$ cat src/sv/sss_pkg.sv
// Shared package for the seven-segment scan driver with flashing.
// Holds payload types, request and register codes, and the BCD decode table.
// No dependencies.
package sss_pkg;

    // Store geometry.
    localparam int MAX_DIGITS = 8;
    localparam int POS_W      = $clog2(MAX_DIGITS);
    localparam int CNT_W      = $clog2(MAX_DIGITS + 1);
    localparam int PERIOD_W   = 16;
    localparam int CFG_IDX_W  = 2;
    localparam int CFG_DATA_W = 16;

    localparam logic [7:0] DOT_BIT = 8'h80;

    // Request codes.
    localparam logic [1:0] REQ_WRITE  = 2'd0;
    localparam logic [1:0] REQ_TOGGLE = 2'd1;
    localparam logic [1:0] REQ_TICK   = 2'd2;

    // Register indexes.
    localparam logic [CFG_IDX_W-1:0] CFG_DIGIT_COUNT  = 2'd0;
    localparam logic [CFG_IDX_W-1:0] CFG_FLASH_FIRST  = 2'd1;
    localparam logic [CFG_IDX_W-1:0] CFG_FLASH_LAST   = 2'd2;
    localparam logic [CFG_IDX_W-1:0] CFG_FLASH_PERIOD = 2'd3;

    typedef struct packed {
        logic [1:0]       req_type;
        logic [POS_W-1:0] digit_pos;
        logic [3:0]       bcd_value;
        logic             start_new;
        logic [POS_W-1:0] range_from;
        logic [POS_W-1:0] range_to;
    } t_req;

    typedef struct packed {
        logic [7:0]       segment_bits;
        logic [POS_W-1:0] digit_select;
    } t_res;

    typedef struct packed {
        logic [CFG_IDX_W-1:0]  index;
        logic [CFG_DATA_W-1:0] data;
    } t_cfg_wr;

    // Configuration state seen by the engine.
    typedef struct packed {
        logic [CNT_W-1:0]    eff_count;
        logic [POS_W-1:0]    flash_first;
        logic [POS_W-1:0]    flash_last;
        logic [PERIOD_W-1:0] flash_period;
        logic                flash_clear;
    } t_cfg;

    // Segments a..g in bits 0..6; values above nine are blank.
    function automatic logic [7:0] seg_decode(input logic [3:0] bcd);
        logic [7:0] seg;
        case (bcd)
            4'd0:    seg = 8'h3F;
            4'd1:    seg = 8'h06;
            4'd2:    seg = 8'h5B;
            4'd3:    seg = 8'h4F;
            4'd4:    seg = 8'h66;
            4'd5:    seg = 8'h6D;
            4'd6:    seg = 8'h7D;
            4'd7:    seg = 8'h07;
            4'd8:    seg = 8'h7F;
            4'd9:    seg = 8'h6F;
            default: seg = 8'h00;
        endcase
        return seg;
    endfunction

endpackage

$ cat src/sv/sss_if.sv
// Valid/ready channel interfaces for requests, results and register writes.
// Depends on sss_pkg for the payload types.
interface sss_req_if;
    import sss_pkg::*;
    logic valid;
    logic ready;
    t_req data;
    modport source (output valid, output data, input ready);
    modport sink   (input valid, input data, output ready);
endinterface

interface sss_res_if;
    import sss_pkg::*;
    logic valid;
    logic ready;
    t_res data;
    modport source (output valid, output data, input ready);
    modport sink   (input valid, input data, output ready);
endinterface

interface sss_cfg_if;
    import sss_pkg::*;
    logic    valid;
    logic    ready;
    t_cfg_wr data;
    modport source (output valid, output data, input ready);
    modport sink   (input valid, input data, output ready);
endinterface

$ cat src/sv/sss_cfg.sv
// Configuration register file for the scan driver.
// Depends on sss_pkg and the sss_cfg_if interface.
module sss_cfg (
    input  logic           i_clk,
    input  logic           i_rst_n,
    sss_cfg_if.sink        i_cfg,
    output sss_pkg::t_cfg  o_cfg
);
    import sss_pkg::*;

    logic [3:0]          r_digit_count;
    logic [POS_W-1:0]    r_flash_first;
    logic [POS_W-1:0]    r_flash_last;
    logic [PERIOD_W-1:0] r_flash_period;
    logic [CNT_W-1:0]    eff_count;
    logic                wr;

    // Writes are taken whenever the block is out of reset.
    assign i_cfg.ready = i_rst_n;
    assign wr          = i_cfg.valid && i_rst_n;

    always_ff @(posedge i_clk) begin
        if (!i_rst_n) begin
            r_digit_count  <= 4'(MAX_DIGITS);
            r_flash_first  <= '0;
            r_flash_last   <= '0;
            r_flash_period <= '0;
        end else if (wr) begin
            case (i_cfg.data.index)
                CFG_DIGIT_COUNT:  r_digit_count  <= i_cfg.data.data[3:0];
                CFG_FLASH_FIRST:  r_flash_first  <= i_cfg.data.data[POS_W-1:0];
                CFG_FLASH_LAST:   r_flash_last   <= i_cfg.data.data[POS_W-1:0];
                CFG_FLASH_PERIOD: r_flash_period <= i_cfg.data.data[PERIOD_W-1:0];
                default: ;
            endcase
        end
    end

    // A count of zero acts as one; counts above the store depth saturate.
    always_comb begin
        if (r_digit_count == 4'd0) begin
            eff_count = CNT_W'(1);
        end else if (r_digit_count > 4'(MAX_DIGITS)) begin
            eff_count = CNT_W'(MAX_DIGITS);
        end else begin
            eff_count = r_digit_count[CNT_W-1:0];
        end
    end

    assign o_cfg.eff_count    = eff_count;
    assign o_cfg.flash_first  = r_flash_first;
    assign o_cfg.flash_last   = r_flash_last;
    assign o_cfg.flash_period = r_flash_period;
    // Writing the period restarts the flash cycle.
    assign o_cfg.flash_clear  = wr && (i_cfg.data.index == CFG_FLASH_PERIOD);

endmodule

$ cat src/sv/sss_engine.sv
// Digit store, scan position and flash counter, with the result logic of one item.
// Depends on sss_pkg.
module sss_engine (
    input  logic          i_clk,
    input  logic          i_rst_n,
    input  logic          i_step,
    input  sss_pkg::t_req i_req,
    input  sss_pkg::t_cfg i_cfg,
    output sss_pkg::t_res o_res
);
    import sss_pkg::*;

    logic [7:0]          r_store [MAX_DIGITS];
    logic [7:0]          n_store [MAX_DIGITS];
    logic [POS_W-1:0]    r_scan;
    logic [POS_W-1:0]    n_scan;
    logic [PERIOD_W-1:0] r_flash;
    logic [PERIOD_W-1:0] n_flash;
    logic [CNT_W-1:0]    scan_sum;
    logic                wrap;
    logic [PERIOD_W-1:0] flash_inc;
    logic                blank;
    logic [7:0]          new_seg;
    logic                is_write;
    logic                is_toggle;
    logic                is_tick;

    assign is_write  = i_step && (i_req.req_type == REQ_WRITE);
    assign is_toggle = i_step && (i_req.req_type == REQ_TOGGLE);
    assign is_tick   = i_step && (i_req.req_type == REQ_TICK);
    assign new_seg   = seg_decode(i_req.bcd_value);

    // Store update: optional clear then write, or a dot toggle over a range.
    always_comb begin
        for (int i = 0; i < MAX_DIGITS; i++) begin
            n_store[i] = r_store[i];
            if (is_write) begin
                if (i_req.start_new) begin
                    n_store[i] = '0;
                end
                if ((i_req.digit_pos == POS_W'(i)) &&
                    ({1'b0, i_req.digit_pos} < i_cfg.eff_count)) begin
                    n_store[i] = new_seg;
                end
            end
            if (is_toggle && (i_req.range_from <= POS_W'(i)) &&
                (POS_W'(i) <= i_req.range_to)) begin
                n_store[i] = r_store[i] ^ DOT_BIT;
            end
        end
    end

    // Scan advance with wrap at the effective digit count.
    assign scan_sum  = CNT_W'(r_scan) + CNT_W'(1);
    assign wrap      = scan_sum >= i_cfg.eff_count;
    assign flash_inc = r_flash + PERIOD_W'(1);

    always_comb begin
        n_scan  = r_scan;
        n_flash = r_flash;
        if (is_tick) begin
            n_scan = wrap ? '0 : scan_sum[POS_W-1:0];
            if (wrap) begin
                n_flash = (flash_inc >= i_cfg.flash_period) ? '0 : flash_inc;
            end
        end
        if (i_cfg.flash_clear) begin
            n_flash = '0;
        end
    end

    // Result of a tick: the new digit, blanked in the second half of the flash cycle.
    assign blank = (i_cfg.flash_period != '0) &&
                   (n_flash >= (i_cfg.flash_period >> 1)) &&
                   (n_scan >= i_cfg.flash_first) && (n_scan <= i_cfg.flash_last);

    assign o_res.segment_bits = blank ? 8'h00 : r_store[n_scan];
    assign o_res.digit_select = n_scan;

    always_ff @(posedge i_clk) begin
        if (!i_rst_n) begin
            for (int i = 0; i < MAX_DIGITS; i++) begin
                r_store[i] <= '0;
            end
            r_scan  <= POS_W'(MAX_DIGITS - 1);
            r_flash <= '0;
        end else begin
            for (int i = 0; i < MAX_DIGITS; i++) begin
                r_store[i] <= n_store[i];
            end
            r_scan  <= n_scan;
            r_flash <= n_flash;
        end
    end

endmodule

$ cat src/sv/seven_segment_scan_with_flash_top.sv
// Top level of the multiplexed seven-segment scan driver with flashing.
// Depends on sss_pkg, the channel interfaces, sss_cfg and sss_engine.
//
//  Channel  Dir  Carries                                  Transfer
//  i_req    in   req_type, digit_pos, bcd_value,          valid & ready
//                start_new, range_from, range_to
//  o_res    out  segment_bits, digit_select (ticks only)  valid & ready
//  i_cfg    in   register index, write data               valid & ready
//
// A request is registered on transfer and processed from the input register; a
// tick's result goes into the output register, which drives o_res.
// One request per cycle is sustained while no result stalls; the input and output
// registers are the only pipeline. A stalled result holds the output register, and
// the input register then holds the next tick until the result goes out.
// Reset is synchronous: all digits blank, scan at the last position.
module seven_segment_scan_with_flash_top (
    input  logic      i_clk,
    input  logic      i_rst_n,
    sss_req_if.sink   i_req,
    sss_res_if.source o_res,
    sss_cfg_if.sink   i_cfg
);
    import sss_pkg::*;

    logic  r_in_valid;
    t_req  r_in;
    logic  r_out_valid;
    t_res  r_out;
    logic  in_is_tick;
    logic  step;
    t_cfg  cfg;
    t_res  res;

    sss_cfg u_cfg (
        .i_clk   (i_clk),
        .i_rst_n (i_rst_n),
        .i_cfg   (i_cfg),
        .o_cfg   (cfg)
    );

    sss_engine u_engine (
        .i_clk   (i_clk),
        .i_rst_n (i_rst_n),
        .i_step  (step),
        .i_req   (r_in),
        .i_cfg   (cfg),
        .o_res   (res)
    );

    // The held request moves on unless it is a tick facing a full output register whose result is stalled.
    assign in_is_tick  = r_in.req_type == REQ_TICK;
    assign step        = r_in_valid && (!in_is_tick || !r_out_valid || o_res.ready);
    assign i_req.ready = i_rst_n && (!r_in_valid || step);

    // Input register.
    always_ff @(posedge i_clk) begin
        if (!i_rst_n) begin
            r_in_valid <= 1'b0;
        end else if (i_req.ready) begin
            r_in_valid <= i_req.valid;
        end
    end

    always_ff @(posedge i_clk) begin
        if (i_req.ready && i_req.valid) begin
            r_in <= i_req.data;
        end
    end

    // Output register.
    always_ff @(posedge i_clk) begin
        if (!i_rst_n) begin
            r_out_valid <= 1'b0;
        end else if (step && in_is_tick) begin
            r_out_valid <= 1'b1;
        end else if (o_res.ready) begin
            r_out_valid <= 1'b0;
        end
    end

    always_ff @(posedge i_clk) begin
        if (step && in_is_tick) begin
            r_out <= res;
        end
    end

    assign o_res.valid = r_out_valid;
    assign o_res.data  = r_out;

endmodule

$ cat src/flat_wrapper.sv
// flat-port wrapper written by rule: the top's interface ports become plain ports
module seven_segment_scan_with_flash_top_flat import sss_pkg::*;
  (i_clk, i_rst_n, i_req_valid, i_req_data, i_req_ready, o_res_valid, o_res_data, o_res_ready, i_cfg_valid, i_cfg_data, i_cfg_ready);
  sss_req_if i_req_i ();
  sss_res_if o_res_i ();
  sss_cfg_if i_cfg_i ();
  input  logic i_clk;
  input  logic i_rst_n;
  input wire logic [$bits(i_req_i.valid)-1:0] i_req_valid;
  input wire logic [$bits(i_req_i.data)-1:0] i_req_data;
  output wire logic [$bits(i_req_i.ready)-1:0] i_req_ready;
  output wire logic [$bits(o_res_i.valid)-1:0] o_res_valid;
  output wire logic [$bits(o_res_i.data)-1:0] o_res_data;
  input wire logic [$bits(o_res_i.ready)-1:0] o_res_ready;
  input wire logic [$bits(i_cfg_i.valid)-1:0] i_cfg_valid;
  input wire logic [$bits(i_cfg_i.data)-1:0] i_cfg_data;
  output wire logic [$bits(i_cfg_i.ready)-1:0] i_cfg_ready;
  assign i_req_i.valid = i_req_valid;
  assign i_req_i.data = i_req_data;
  assign i_req_ready = i_req_i.ready;
  assign o_res_valid = o_res_i.valid;
  assign o_res_data = o_res_i.data;
  assign o_res_i.ready = o_res_ready;
  assign i_cfg_i.valid = i_cfg_valid;
  assign i_cfg_i.data = i_cfg_data;
  assign i_cfg_ready = i_cfg_i.ready;
  seven_segment_scan_with_flash_top u_core (.i_clk(i_clk), .i_rst_n(i_rst_n), .i_req(i_req_i), .o_res(o_res_i), .i_cfg(i_cfg_i));
endmodule
$ cat config.mk
export PLATFORM = sky130hd
export DESIGN_NAME = seven_segment_scan_with_flash_top_flat
export DESIGN_NICKNAME = d
export VERILOG_FILES = /design/src/sv/sss_pkg.sv /design/src/sv/sss_if.sv /design/src/sv/sss_cfg.sv /design/src/sv/sss_engine.sv /design/src/sv/seven_segment_scan_with_flash_top.sv /design/src/flat_wrapper.sv
export SDC_FILE = /design/constraint.sdc
export NUM_CORES = 1
export LEC_CHECK = 0
export BUFFER_PORTS_ARGS = -buffer_cell sky130_fd_sc_hd__buf_2
export CORE_MARGIN = 2
export CORE_UTILIZATION = 46
export CTS_BUF_LIST = sky130_fd_sc_hd__clkbuf_4
export DETAILED_ROUTE_END_ITERATION = 16
export GPL_TIMING_DRIVEN = 0
export REMOVE_ABC_BUFFERS = 1
export SYNTH_ARGS = -nofsm -noshare
export SYNTH_HDL_FRONTEND = slang
export SYNTH_HIERARCHICAL = 1
export SYNTH_SLANG_ARGS = --single-unit
$ cat constraint.sdc
create_clock -name i_clk -period 13.5 [get_ports i_clk]
set_input_delay 0 -clock i_clk [delete_from_list [all_inputs] [get_ports i_clk]]
set_output_delay 0 -clock i_clk [all_outputs]
set_load 0.05 [all_outputs]
# Yosys cells after proc, flatten, opt, wreduce, memory -nomap -nowiden
# Memory sizes are Yosys's and may differ from the RTL's. A register that Yosys moved wholly into a read port is not among the register bits.
# Cells that the tools add are included.
[classes]
reduce_logical = 51
shifts = 0
div = 0
n_mul = 0
eq_ne = 12
n_mux = 53
order_cmp = 23
bitwise = 16
addsub = 2
[op_table]
columns = ["cell", "count"]
rows = [
  ["$mux W8", 40],
  ["$mux W16", 4],
  ["$logic_and A1 B1 Y1", 35],
  ["$add A16 B1 Y16 const B", 1],
  ["$ge A16 B15 Y1", 1],
  ["$ge A16 B16 Y1", 1],
  ["$reduce_bool A16 Y1", 1],
  ["$eq A3 B3 Y1 const B", 4],
  ["$le A3 B3 Y1 const A", 4],
  ["$le A3 B3 Y1 const B", 4],
  ["$mux W4", 3],
  ["$not A1 Y1", 8],
  ["$or A1 B1 Y1", 8],
  ["$reduce_and A2 Y1", 4],
  ["$eq A2 B2 Y1 const B", 3],
  ["$eq A3 B2 Y1 const B", 2],
  ["$le A1 B3 Y1 const A", 2],
  ["$le A2 B3 Y1 const A", 2],
  ["$le A3 B1 Y1 const B", 2],
  ["$le A3 B2 Y1 const B", 2],
  ["$mux W3", 2],
  ["$add A3 B1 Y4 const B", 1],
  ["$eq A2 B1 Y1 const B", 2],
  ["$ge A4 B4 Y1", 1],
  ["other kinds (12)", 20],
]
[word_totals]
ram_bits = 64
out_inout_bits = 14
elab_cells = 174
ff_bits = 66
n_memories = 2
input_bits = 39
mem_bits_ro = 112
latchBits = 0
[memory_table]
columns = ["memory", "words", "width", "rd", "rd_clocked_by_memory_dff", "write_ports", "line_no", "text"]
rows = [
  ["(no name shown)", 16, 7, 1, 1, 0, "sss_pkg.sv:58", "case (bcd)"],
  ["u_core.u_engine.r_store", 8, 8, 9, 1, 8, "sss_engine.sv:13", "logic [7:0] r_store [MAX_DIGITS];"],
]

# Depth between registers and ports, before layout
# Gate-level depths: netlist of the first run.
[logic_depth]
ltp_word = 12
ltp_mapped = 24
mapped_depth_nobuf = 20

# By module
# Netlist of the first run, hierarchy kept.
[by_module_without_submodules]
columns = ["module", "n_inst", "cells_each", "seq_area_each_um2", "area_each_um2"]
rows = [
  ["sss_engine", 1, 636, 1661.6, 5183.7],
  ["sss_cfg", 1, 114, 520.5, 1062.3],
  ["seven_segment_scan_with_flash_top", 1, 42, 850.8, 934.6],
]

# Worst setup path before layout of the first run
# OpenSTA, ideal clock, no wires.
[synth_path]
kind = "reg2reg"
startpoint = "reg u_core.u_engine.r_flash[3]"
endpoint = "reg, netlist name u_core/o_res.data[10]"
n_path_buf = 3
stages_incl_launch_ff = 24
required_time_ps = 13348
period_less_slack_ps = 4386
arrival_time_ps = 4234
path_slack_ps = 9114
setup_time_ps = 152
path_cell_list = "dfxtp_1 -> buf_2 -> and3_1 -> and3_1 -> clkbuf_1 -> nor2b_1 -> or2_2 -> ha_1 -> a21o_1 -> a21oi_1 -> or2_2 -> o311a_1 -> and3_1 -> buf_2 -> mux2i_1 -> or2_2 -> ha_1 -> or3b_2 -> o2111ai_1 -> a2111oi_0 -> o221ai_1 -> a21oi_1 -> a21o_1 -> a31oi_1"
[synth_via]
elab_chain_len = 10
[synth_rtl]
columns = ["item", "line_no", "text"]
rows = [
  ["start: declaration", "sss_engine.sv:17", "logic [PERIOD_W-1:0] r_flash;"],
  ["start signal: assignment", "sss_engine.sv:92", "r_flash <= n_flash;"],
  ["$add A16 B1 Y16", "sss_engine.sv:56", "assign flash_inc = r_flash + PERIOD_W'(1);"],
  ["$ge A16 B16 Y1", "sss_engine.sv:64", "n_flash = (flash_inc >= i_cfg.flash_period) ? '0 : flash_inc;"],
  ["$mux W16", "sss_engine.sv:64", ""],
  ["$mux W16", "sss_engine.sv:63", "if (wrap) begin"],
  ["$mux W16 (*)", "sss_engine.sv:61", "if (is_tick) begin"],
  ["$mux W16 (*)", "sss_engine.sv:67", "if (i_cfg.flash_clear) begin"],
  ["$ge A16 B15 Y1 (*)", "sss_engine.sv:74", "(n_flash >= (i_cfg.flash_period >> 1)) &&"],
  ["$logic_and A1 B1 Y1 (*)", "sss_engine.sv:73", "assign blank = (i_cfg.flash_period != '0) &&"],
  ["$logic_and A1 B1 Y1 (*)", "sss_engine.sv:74", ""],
  ["$logic_and A1 B1 Y1 (*)", "sss_engine.sv:75", "(n_scan >= i_cfg.flash_first) && (n_scan <= i_cfg.flash_last);"],
]
# Every way passes the cells marked *; elsewhere a longest branch is shown, timed or not.
# A chain may end at the register's enable or synchronous reset.

# Worst setup path in the final report of the first run
[layout_path]
startpoint = "reg u_core.u_engine.r_flash[3]"
endpoint = "reg, netlist name u_core/o_res.data[7]"
[layout_via]
elab_chain_len = 10
[layout_rtl]
columns = ["item", "line_no"]
rows = [
  ["$add A16 B1 Y16", "sss_engine.sv:56"],
  ["$ge A16 B16 Y1", "sss_engine.sv:64"],
  ["$mux W16", "sss_engine.sv:64"],
  ["$mux W16", "sss_engine.sv:63"],
  ["$mux W16 (*)", "sss_engine.sv:61"],
  ["$mux W16 (*)", "sss_engine.sv:67"],
  ["$ge A16 B15 Y1 (*)", "sss_engine.sv:74"],
  ["$logic_and A1 B1 Y1 (*)", "sss_engine.sv:73"],
  ["$logic_and A1 B1 Y1 (*)", "sss_engine.sv:74"],
  ["$logic_and A1 B1 Y1 (*)", "sss_engine.sv:75"],
]
# Marks and branches as above.

==> results of run 1 <==
==> sequential cells by signal, indices dropped and copies added, names as in the netlist <==
signal,flops
u_core/u_engine/r_scan,3
u_core/r_in_valid,1
u_core/u_engine/r_flash,16
u_core/o_res.data,11
u_core/u_cfg/r_flash_last,3
u_core/u_cfg/r_digit_count,4
u_core/r_in,16
u_core/u_engine/r_store,64
u_core/u_cfg/r_flash_first,3
u_core/u_cfg/r_flash_period,16
u_core/o_res.valid,1
==> worst reg2reg max path, stage by stage (launching register included) <==
cell and delay, ps:
dfxtp_1 460, and3_1 330, and3_1 340, nor2b_1 90, or2_2 320, ha_1 290
a21o_1 180, a21oi_1 120, or2_2 110, o311a_1 140, and3_1 570, mux2i_1 180
or2_2 320, ha_1 280, or3b_2 100, o2111ai_1 140, a2111oi_0 510, o221ai_1 190
a21oi_1 170, a21o_1 350, a31oi_1 150
==> final timing paths <==
path | endpoint | cells after the start | startpoint | slack [ps]
setup reg to reg | u_core/o_res.data[7]$_DFFE_PP_ | 20 | u_core/u_engine/r_flash[3]$_SDFF_PN0_ | 7910
hold reg to reg | u_core/u_cfg/r_digit_count[0]$_SDFFE_PN0P_ | 2 | u_core/u_cfg/r_digit_count[0]$_SDFFE_PN0P_ | 470
hold / removal | u_core/u_engine/r_scan[2]$_SDFF_PN1_ | 2 | i_rst_n | 100
setup / recovery | u_core/o_res.data[7]$_DFFE_PP_ | 20 | u_core/u_engine/r_flash[3]$_SDFF_PN0_ | 7910
==> cells by family (layout without fill, tap and decap cells) <==
family	count (synthesis)	after routing	synth area share [%]
AO/OA/AOI/OAI	178	178	15.53
XOR/XNOR	18	18	2.195
adder cells (fa/ha/maj)	51	51	8.887
buffers and inverters	85	165	5.123
flip-flops	138	138	42.24
multiplexers	44	44	6.168
other	0	1	0
AND/OR/NAND/NOR	278	278	19.86
==> routing by layer <==
layer	wire length, um	track usage, %	vias to the layer above
met4	201	6.777	0
met5	0	0	-
met1	7959	28.11	2801
li1	-	-	2978
met3	769	4.574	20
met2	8019	35.23	122
==> Yosys cell counts (8+ instances only) <==
cell,count,share of area [%]
dfxtp_1,111,31
o21ai_0,71,4.9
nand2_1,70,3.7
nand3_1,68,4.7
ha_1,51,8.9
mux2i_1,42,5.9
inv_1,36,1.9
nor2_1,35,1.8
clkbuf_1,33,1.7
edfxtp_1,27,11
a21oi_1,26,1.8
nand2b_1,21,1.8
and3_1,19,1.7
o211ai_1,19,2.0
a31oi_1,12,1.0
nor2b_1,12,1.0
buf_2,11,0.77
a22oi_1,10,1.0
or2_2,10,0.87
xnor2_1,10,1.2
o22a_1,8,0.98
xor2_1,8,0.98
==> final cells by class <==
cell class | count | area (um2) | area share, %
Inverter | 37 | 138.9 | 1.693
Timing Repair Buffer | 96 | 718.2 | 8.754
Multi-Input combinational cell | 569 | 3795 | 46.26
Tap cell | 188 | 235.2 | 2.867
Clock buffer | 18 | 135.1 | 1.647
Sequential cell | 138 | 3033 | 36.97
Clock inverter | 14 | 146.4 | 1.784
Antenna cell | 1 | 2.502 | 0.03050
==> cells in the final DEF, fill, tap and decap left out, types with 10 or more instances in the layout <==
cell type,synthesis,routed
a21oi_1,26,25
a22oi_1,10,10
a31oi_1,12,12
and3_1,19,19
buf_2,11,52
clkbuf_4,0,18
dfxtp_1,111,111
dlygate4sd3_1,0,43
edfxtp_1,27,27
ha_1,51,51
inv_1,36,36
mux2i_1,42,42
nand2_1,70,70
nand2b_1,21,21
nand3_1,68,68
nor2_1,35,35
nor2b_1,12,12
o211ai_1,19,19
o21ai_0,71,71
or2_2,10,10
xnor2_1,10,10
==> report_power, final <==
group / switching, W / leakage (nW) / internal, W
Combinational: 0.0000528 / 2.09 / 0.0000364
Clock: 0.000157 / 0.147 / 0.000112
Sequential: 0.00000795 / 1.15 / 0.000429
==> stage by stage <==
stage          hold WS (ps)  cell area, um2
4_1_cts               61.85            8198
3_5_place_dp          178.1            7486
6_report              98.45            8204
3_3_place_gp          177.3            7447
2_1_floorplan             0            6952
5_1_grt               98.38            8204
==> repair_timing <==
item	in CTS	in global routing
setup endpoints to repair	0	0
hold buffers	43	0
hold endpoints to repair	44	0
==> metrics.cfg, run 1 <==
[logic_synthesis]
seq_area_frac_synth_pct = 42.24
ys_async_sr_fraction_pct = 0
syn_area_um2 = 7181
synth_edf_count = 27
ys_types = 60
syn_avg_cell_area_um2 = 9.066
ys.warnings.count = 6
syn_inst = 792
ys_seq_elements = 138
synth_top_flop_cell = dfxtp_1

[floorplan]
row_count = 45
initial_utilization_pct = 47.23
dieArea_um2 = 16630
die-width_um = 128.9
io_pins = 53
die_height_um = 128.9
core-area_um2 = 15200

[clocking]
clock_sinks = 138
cts_root_buf = clkbuf_4
clk_pin_slew_ps = 130
cts_tree = done
ctsHtreeMaxLevel = 4
clock_path_buffers = 2
post_cts_buffers = 0
clock_latency_ps = 560
cts_resized = 0
numCtsBuffers = 17

[sta]
skew_ps = 25.21
slew_viol_final = 0
setup_ws_ps = 7911
worst_pin_slew_ps = 1299
finalSetupViolations = 0
hold_viol = 0
fin_crit_ps = 5589
max_freq_mhz = 178.9
relSlewSlack_pct = 13.06
rsz0062_at_grt = false
period_share_pct = 41.40
fin_tns_setup_ps = 0

[global_route]
grt_max_degree = 61
antenna_found_initial = 1
grt_overflow = 0
grt_pass1_vias = 5645
grt_pass1_wl_um = 27520
grt_use_total_pct = 21.36

[layout]
fin_nets = 949
drive_above_1_share_pct = 12.84
final_cells = 1061
syn2layout_area_growth_pct = 14.25
fillerInstances = 1407
fin_util_pct = 53.97

[critical_path]
critPathRequiredTime_ps = 13790
cp-end-kind = register
worst-path-buf-inv = 0
cp_slowest_cell = and3_1
critPathLaunchType = register
path_max_fanout = 18
cp.arrival_ps = 5880
path_delay_family = simple AND/OR/NAND/NOR gates
cp_cell_sequence = and3_1, and3_1, nor2b_1, or2_2, ha_1, a21o_1, a21oi_1, or2_2, o311a_1, and3_1, mux2i_1, or2_2, ha_1, or3b_2, o2111ai_1, a2111oi_0, o221ai_1, a21oi_1, a21o_1, a31oi_1
critical-path-max-stage-delay_ps = 570
setup.worst_path.class = register to register

[placement]
dp_slack_ps = 7938
dp.cells = 985
io_buffer_count = 52
place_hpwl_um = 11480
gp_congestion = 0.8519

[outcome]
outcome = complete, no violations

[detailed_routing]
wirelength_um = 16950
detailedRoute.firstPassIterationCount = 5
route.detailed.drc = 0
drtAntennaViolNets = 0
post_drt_wl_per_cell_um = 15.98
vias = 5921
post_drt_via_cell_ratio = 5.581
drt_iter0_drc = 357

[pwr]
irDropWorstVdd_v = 0.00006413
total_power_w = 0.0007949
power.density_nw_per_um2 = 96.90
leakagePower_nw = 3.384

[worst_hold_path]
hp-class = input port to register

[run]
maxCapViolCount = 0

Power figures use the tool's default switching activity.
==> run 2: changes to the inputs <==
Settings changed: PLACE_DENSITY from default to 0.66.
Clock period 13.5 ns to 4.9 ns, I/O delays scaled along.
==> metrics.cfg, run 2 (synthesis results as in run 1) <==
[placement]
dp_slack_ps = -795.5
gp_congestion = 0.8233
io_buffer_count = 52
place_hpwl_um = 11390

[worst_hold_path]
hp-class = input port to register

[sta]
skew_ps = 18.98
max_freq_mhz = 209.7
worst_pin_slew_ps = 1052
fin_tns_setup_ps = 0
slew_viol_final = 0
fin_crit_ps = 4769
period_share_pct = 97.32
relSlewSlack_pct = 29.88
whs_ps = 64.43
hold_viol = 0
finalSetupViolations = 0
setup_ws_ps = 131.4

[critical_path]
cp.arrival_ps = 5180
setup.worst_path.class = register to register
cp-end-kind = register
critPathRequiredTime_ps = 5310
worst-r2r-setup-slack_ps = 130
path_max_fanout = 8
critPathLaunchType = register

[global_route]
grt_overflow = 0
grt_max_degree = 61
grt_pass1_vias = 5703
grt_use_total_pct = 21.42
grt_pass1_wl_um = 27920
antenna_found_initial = 0

[detailed_routing]
detailedRoute.firstPassIterationCount = 5
vias = 6094
drt_iter0_drc = 338
drtAntennaViolNets = 0
route.detailed.drc = 0
wirelength_um = 17510
post_drt_via_cell_ratio = 5.711
post_drt_wl_per_cell_um = 16.41

[layout]
syn2layout_area_growth_pct = 17.84
layout_common_cells = 102 x dfxtp_1, 70 x nand2_1, 70 x o21ai_0, 67 x nand3_1, 52 x buf_2
layout_commonest_cell = dfxtp_1
fin_nets = 956
largest_reg_flops = 64
regMostFlops = u_core/u_engine/r_store
diodes = 0
drive_above_1_share_pct = 16.95

[outcome]
outcome = complete, no violations

[floorplan]
initial_utilization_pct = 47.23
dieArea_um2 = 16630
core-area_um2 = 15200
die-width_um = 128.9
die_height_um = 128.9
row_count = 45
io_pins = 53

[run]
maxCapViolCount = 0

[clocking]
clock_sinks = 138
numCtsBuffers = 17
clock_latency_ps = 570
clock_path_buffers = 2
cts_tree = done
cts_root_buf = clkbuf_4
ctsHtreeMaxLevel = 4
clk_pin_slew_ps = 120

[pwr]
power.density_nw_per_um2 = 266.5
leakagePower_nw = 3.468
irDropWorstVdd_v = 0.0001748

-- run 2: cell types whose count changed in the layout (fill, tap and decap cells not counted), moves of 4 or more --
cell / before / now
buf_4: 0 / 6
dfxtp_1: 111 / 102
dfxtp_4: 0 / 5
dfxtp_2: 0 / 4
and3_1: 19 / 15
-- run 2: report_power, final --
| group | internal [W] | switching [W] |
|---|---|---|
| registers | 0.00118 | 0.0000216 |
| clock network | 0.000362 | 0.000433 |
| logic | 0.000106 | 0.000154 |
| total | 0.00165 | 0.000608 |
-- run 2: metal layers --
layer / share of wire (%) / track usage (%) / wire (um) / vias to the layer above
met3: 5.0 / 5.073 / 876 / 35
met2: 48 / 35.54 / 8387 / 161
li1: - / - / - / 2988
met4: 2.2 / 7.801 / 386 / 0
met5: 0 / 0 / 0 / -
met1: 45 / 27.31 / 7864 / 2910
-- run 2: worst paths after layout --
| path | depth (start not counted) | from | end |
|---|---|---|---|
| worst min-delay path | 2 | i_rst_n | u_core/u_engine/r_scan[2]$_SDFF_PN1_ |
| worst max-delay path | 21 | u_core/u_engine/r_flash[8]$_SDFF_PN0_ | u_core/o_res.data[10]$_DFFE_PP_ |
| worst max register to register | 21 | u_core/u_engine/r_flash[8]$_SDFF_PN0_ | u_core/o_res.data[10]$_DFFE_PP_ |
| worst min register to register | 2 | u_core/u_cfg/r_flash_last[0]$_SDFFE_PN0P_ | u_core/u_cfg/r_flash_last[0]$_SDFFE_PN0P_ |
-- run 2: stage by stage --
stage	util, %	std cells	total power [W]	instance area, um2
2_1_floorplan	-	744	0.001363	6952
3_3_place_gp	48.99	984	0.001433	7447
3_5_place_dp	49.19	985	0.001447	7478
4_1_cts	54.40	1061	0.002267	8269
5_1_grt	55.66	1067	0.002355	8462
6_report	55.66	1067	0.002255	8462
-- run 2: repair_timing --
item | CTS | global route
pin swaps | 0 | 7
endpoints found under the setup margin | 8 | 8
gates cloned | 0 | 1
resized for setup | 18 | 31
buffers inserted | 2 | 4
hold buffers | 42 | 0
hold endpoints to repair | 44 | 0
-- run 2: critical path, cell delays in order, from the launching register on --
cell       delay [ps]
dfxtp_4           390
and4_4            260
nand4_1           140
buf_4             190
nor3_2            160
xor2_1            270
ha_1              300
and4_1            200
nand2_1            80
or2_2             110
o311a_1           200
and3_4            250
mux2i_1            90
or2_4             250
ha_1              260
or3b_2            450
o2111ai_2         140
a2111oi_4         130
o221ai_1          200
a21oi_1           110
a21o_4            270
a31oi_4           170
-- run 2: final cells by class --
class                      instances  area (um2)
inverter                          37       138.9
sequential                       138        3057
clock inverter                    14       170.2
timing repair buffer             102       759.5
multi-input combinational        570        3966
clock buffer                      18       135.1
fill                            1360        6740
tap                              188       235.2
